### src/hw/rtl/double_precision_float_multiplier_unit_macros.svh
// assertion helpers for the float multiplier unit
`ifndef DOUBLE_PRECISION_FLOAT_MULTIPLIER_UNIT_MACROS_SVH
`define DOUBLE_PRECISION_FLOAT_MULTIPLIER_UNIT_MACROS_SVH

// clocked check, quiet during reset
`define FPM_ASSERT(lbl, prop, msg) \
    lbl: assert property (@(posedge clk) disable iff (!rst_n) (prop)) else $error(msg);

// implication check, quiet during reset
`define FPM_ASSERT_IMPL(lbl, ante, cons, msg) \
    lbl: assert property (@(posedge clk) disable iff (!rst_n) (ante) |=> (cons)) \
        else $error(msg);

`endif

### src/hw/rtl/fpm_pkg.sv
package fpm_pkg;
    localparam int WORD_W    = 64;
    localparam int FRAC_BITS = 52;
    localparam int EXP_BITS  = 11;
    localparam int SIG_W     = FRAC_BITS + 1;
    localparam int LO_W      = 27;
    localparam int HI_W      = SIG_W - LO_W;
    localparam int PROD_W    = 2 * SIG_W;
    localparam int EXP_W     = 13;
    localparam logic signed [EXP_W-1:0] EXP_BIAS = 13'sd1023;

    // partial products and exponent/sign of one request
    typedef struct packed {
        logic                       sign;
        logic signed [EXP_W-1:0]    exp;
        logic [2*LO_W-1:0]          ll;
        logic [LO_W+HI_W-1:0]       lh;
        logic [LO_W+HI_W-1:0]       hl;
        logic [2*HI_W-1:0]          hh;
    } pp_t;
endpackage

### src/hw/rtl/fpm_norm.sv
module fpm_norm (
    input  fpm_pkg::pp_t                pp,
    output logic [fpm_pkg::WORD_W-1:0]  product,
    output logic                        error
);
    import fpm_pkg::*;

    logic [PROD_W-1:0]          sum;
    logic [FRAC_BITS-1:0]       frac;
    logic signed [EXP_W-1:0]    exp_adj;

    always_comb
    begin
        sum = PROD_W'(pp.ll)
            + (PROD_W'(pp.lh) << LO_W)
            + (PROD_W'(pp.hl) << LO_W)
            + (PROD_W'(pp.hh) << (2 * LO_W));
        // leading one at the top bit: one right shift
        if (sum[PROD_W-1])
        begin
            frac    = sum[PROD_W-2 -: FRAC_BITS];
            exp_adj = pp.exp + EXP_W'(1);
        end
        else
        begin
            frac    = sum[PROD_W-3 -: FRAC_BITS];
            exp_adj = pp.exp;
        end
        error = (exp_adj == '0);
        if (error)
        begin
            product = '0;
        end
        else
        begin
            product = {pp.sign, exp_adj[EXP_BITS-1:0], frac};
        end
    end
endmodule
### config.mk
export PLATFORM = sky130hd
export DESIGN_NAME = fpm_norm
export DESIGN_NICKNAME = d
export VERILOG_FILES = /design/src/hw/rtl/double_precision_float_multiplier_unit_macros.svh /design/src/hw/rtl/fpm_pkg.sv /design/src/hw/rtl/fpm_norm.sv
export SDC_FILE = /design/constraint.sdc
export NUM_CORES = 1
export LEC_CHECK = 0
export ABC_AREA = 1
export BUFFER_PORTS_ARGS = -buffer_cell sky130_fd_sc_hd__clkbuf_2
export CORE_MARGIN = 2
export CORE_UTILIZATION = 47
export DETAILED_ROUTE_END_ITERATION = 7
export PLACE_DENSITY = 0.82
export SLEW_MARGIN = 10
export SYNTH_ARGS = -nofsm -noshare
export SYNTH_HDL_FRONTEND = slang
export SYNTH_SLANG_ARGS = --single-unit
### constraint.sdc
create_clock -name vclk -period 3.6
set_input_delay 0.36 -clock vclk [all_inputs]
set_output_delay 0.36 -clock vclk [all_outputs]
set_load 0.02 [all_outputs]
==> reports/metrics.cfg <==
[yosys]
synth_nets=1670
synth_compound_area_share_pct=15.9
yosysSeqAreaShare_pct=0
synth_xor_xnor_area_share_pct=6.21
synth_top_family_by_area=simple AND/OR/NAND/NOR gates
synthAdderAreaFrac_pct=23.4
yosysUniqueCellTypes=38
ys.warnings.count=0
syn-cell-area_sq_um=7330
synth.mux.area_fraction_pct=0
syn_area_per_cell_sq_um=5.48
postSynthCellCount=1338
yosys.area_share.simple_pct=42.2

[worst_setup_path]
path_buf_inv=7
startpoint_type=input pin
crit_start=pp[6]
cp_max_fo=8
cpMaxStageDelayCell=fa_1
cpPeakStageDelay_ns=0.55
cp.depth=26
required_ns=3.24
path_class=input pin to output port
cpMostUsedCell=nand2_2
endpoint_kind=output port
arrival_ns=4.11
path_delay_family=simple AND/OR/NAND/NOR gates

[sta]
setup-tns-final_ns=-47.12
fmax_mhz=223
period_share_pct=124
rsz0062_at_grt=yes
timing.slew.headroom_pct=56.7
worst_pin_slew_ns=0.642
maxSlewViolCount=0
hold_viol_final=0
setup_viol=64
fin_crit_ns=4.47
worst_slack_ns=-0.875

[floorplanning]
start_util_pct=48.2
io_pins=291
dieArea_sq_um=16600
design.core.area_sq_um=15200
fp.dieW_microns=129
rows=45
dieHeight_microns=129

[finish]
areaGrowthSynthToFinish_pct=70.5
diodes=0
fin_nets=2207
seq_cells=0
drive_gt1_share_pct=41.0
finalInstanceArea_sq_um=12500
finish.utilization_pct=82.2
regArea_sq_um=0
clock_buffers=0

[status]
violations=design-rule violations, negative setup slack
status=finished, violations left

[global_route]
overflow=0
grt_pass1_vias=11100
grt_pass1_wl_microns=52700
track_usage_pct=39.9
grt_max_degree=34
antenna_found_initial=1

[pwr]
vdd_drop_max_v=0.000400
power_density_nw_per_um2=345
leakage_nw=6.35

[clock_tree]
postCtsHoldBufs=0

[drt]
drt_pre_antenna_iters=8
vias=12700
drt-total-wl_microns=43900
routedWlPerCell_microns=21.3
dr.first_iter.drc_count=1927
drt-vias-per-instance=6.16
ant_nets=0
drc_errors=58

[min_path]
hp-start=pp[225]
holdPathStages=4
hold_class=input pin to output port

[job]
drv_cap=0

[placement]
placed_area_sq_um=10700
place_hpwl_microns=26300
gp_congestion=0.968
io_buffers=264
place_ws_ns=-0.496

[what timing repair did]
action,4_1_cts,5_1_grt
gates cloned,3,4
gates resized for setup,102,293
pin swaps,17,83
setup buffers,17,16
endpoints found under the setup margin,54,55
[routing by layer]
layer | track usage [%] | share of wire [%]
met1 | 48.6 | 34
met2 | 69.3 | 42
met3 | 5.99 | 14
met4 | 18.2 | 9.8
met5 | 0 | 0
[power by group]
| part | internal [mW] | switching (mW) | leakage [nW] |
|---|---|---|---|
| logic | 1.90 | 2.42 | 6.35 |
| registers | 0 | 0 | 0 |
| clock network | 0 | 0 | 0 |
| total | 1.90 | 2.42 | 6.35 |
[cells in the final DEF (no fill, tap or decap), types with 5 or more instances in the layout]
cell and n:
nand2_4 20, ha_1 27, nand4_1 18, xnor2_1 22, a21o_1 6, inv_2 15
nor3_1 19, nand3_2 9, clkbuf_2 210, o21a_1 6, buf_2 5, inv_1 188
o21ai_0 74, a21oi_1 73, nand3b_1 5, nor2_1 169, ha_4 27, nand3_1 49
a21oi_2 13, nor2_2 33, buf_6 52, nor2_4 25, nand2_2 48, nand2_1 325
buf_4 271, fa_1 49, o21bai_1 11, a21oi_4 5, buf_12 6, nor4_1 7
xor2_1 30, a31oi_1 7
[worst paths after layout]
check | slack [ns] | endpoint
worst min-delay path | 1.08 | product[63]
worst max-delay path | -0.87 | product[2]
[synth_stat cells]
| master | count | area (sq um) |
|---|---|---|
| xnor2_1 | 22 | 193 |
| a21boi_0 | 5 | 37.5 |
| inv_2 | 10 | 37.5 |
| nor2_1 | 217 | 815 |
| nand2_2 | 8 | 50.1 |
| nand2_1 | 383 | 1440 |
| buf_6 | 8 | 90.1 |
| nor3_2 | 1 | 10.0 |
| and3_1 | 3 | 18.8 |
| nand3_2 | 3 | 30.0 |
| ha_1 | 54 | 676 |
| a31oi_1 | 7 | 43.8 |
| o21ai_0 | 78 | 390 |
| o22ai_1 | 1 | 6.26 |
| nand3b_1 | 5 | 37.5 |
| inv_1 | 195 | 732 |
| fa_1 | 52 | 1040 |
| nor4_1 | 8 | 50.1 |
| clkinv_1 | 1 | 3.75 |
| a21oi_1 | 91 | 455 |
| nand2_4 | 1 | 11.3 |
| o211ai_1 | 4 | 30.0 |
| or2_2 | 2 | 12.5 |
| nand4_1 | 18 | 113 |
| o21a_1 | 6 | 45.0 |
| nand3_1 | 59 | 295 |
| nor2_4 | 1 | 11.3 |
| o21bai_1 | 12 | 90.1 |
| o21ai_1 | 1 | 5.00 |
| nor3b_1 | 1 | 7.51 |
| nor2_2 | 9 | 56.3 |
| xor2_1 | 30 | 263 |
| a21o_1 | 6 | 45.0 |
| and2_1 | 2 | 12.5 |
| clkbuf_1 | 10 | 37.5 |
| nor2_8 | 1 | 20.0 |
| nor3_1 | 21 | 105 |
| a21boi_1 | 2 | 15.0 |
[worst min-delay path, cell delays in order]
cell and delay [ns]:
clkbuf_2 0.09, inv_1 0.10, nor2_4 0.05, buf_6 0.12
[cell type report]
| type | count | area, sq um |
|---|---|---|
| Multi-Input combinational cell | 1115 | 7480 |
| Timing Repair Buffer | 552 | 4000 |
| Fill cell | 887 | 2700 |
| Inverter | 206 | 779 |
| Tap cell | 188 | 235 |
[per-stage QoR]
stage | hold WS, ns | power, mW | std cells
detailed placement | 1.02 | 3.15 | 2022
global route | 1.09 | 4.50 | 2061
CTS | 1.02 | 3.37 | 2041
finish | 1.08 | 4.31 | 2061
global placement | 1.01 | 3.11 | 2022
floorplan | 0.839 | 1.64 | 1338
[logic make-up after synthesis]
group / count (synthesis)
buffers and inverters: 224
AND/OR/NAND/NOR: 743
XOR/XNOR: 52
AO/OA/AOI/OAI: 213
adder cells (fa/ha/maj): 106
(Power assumes the default switching activity.)
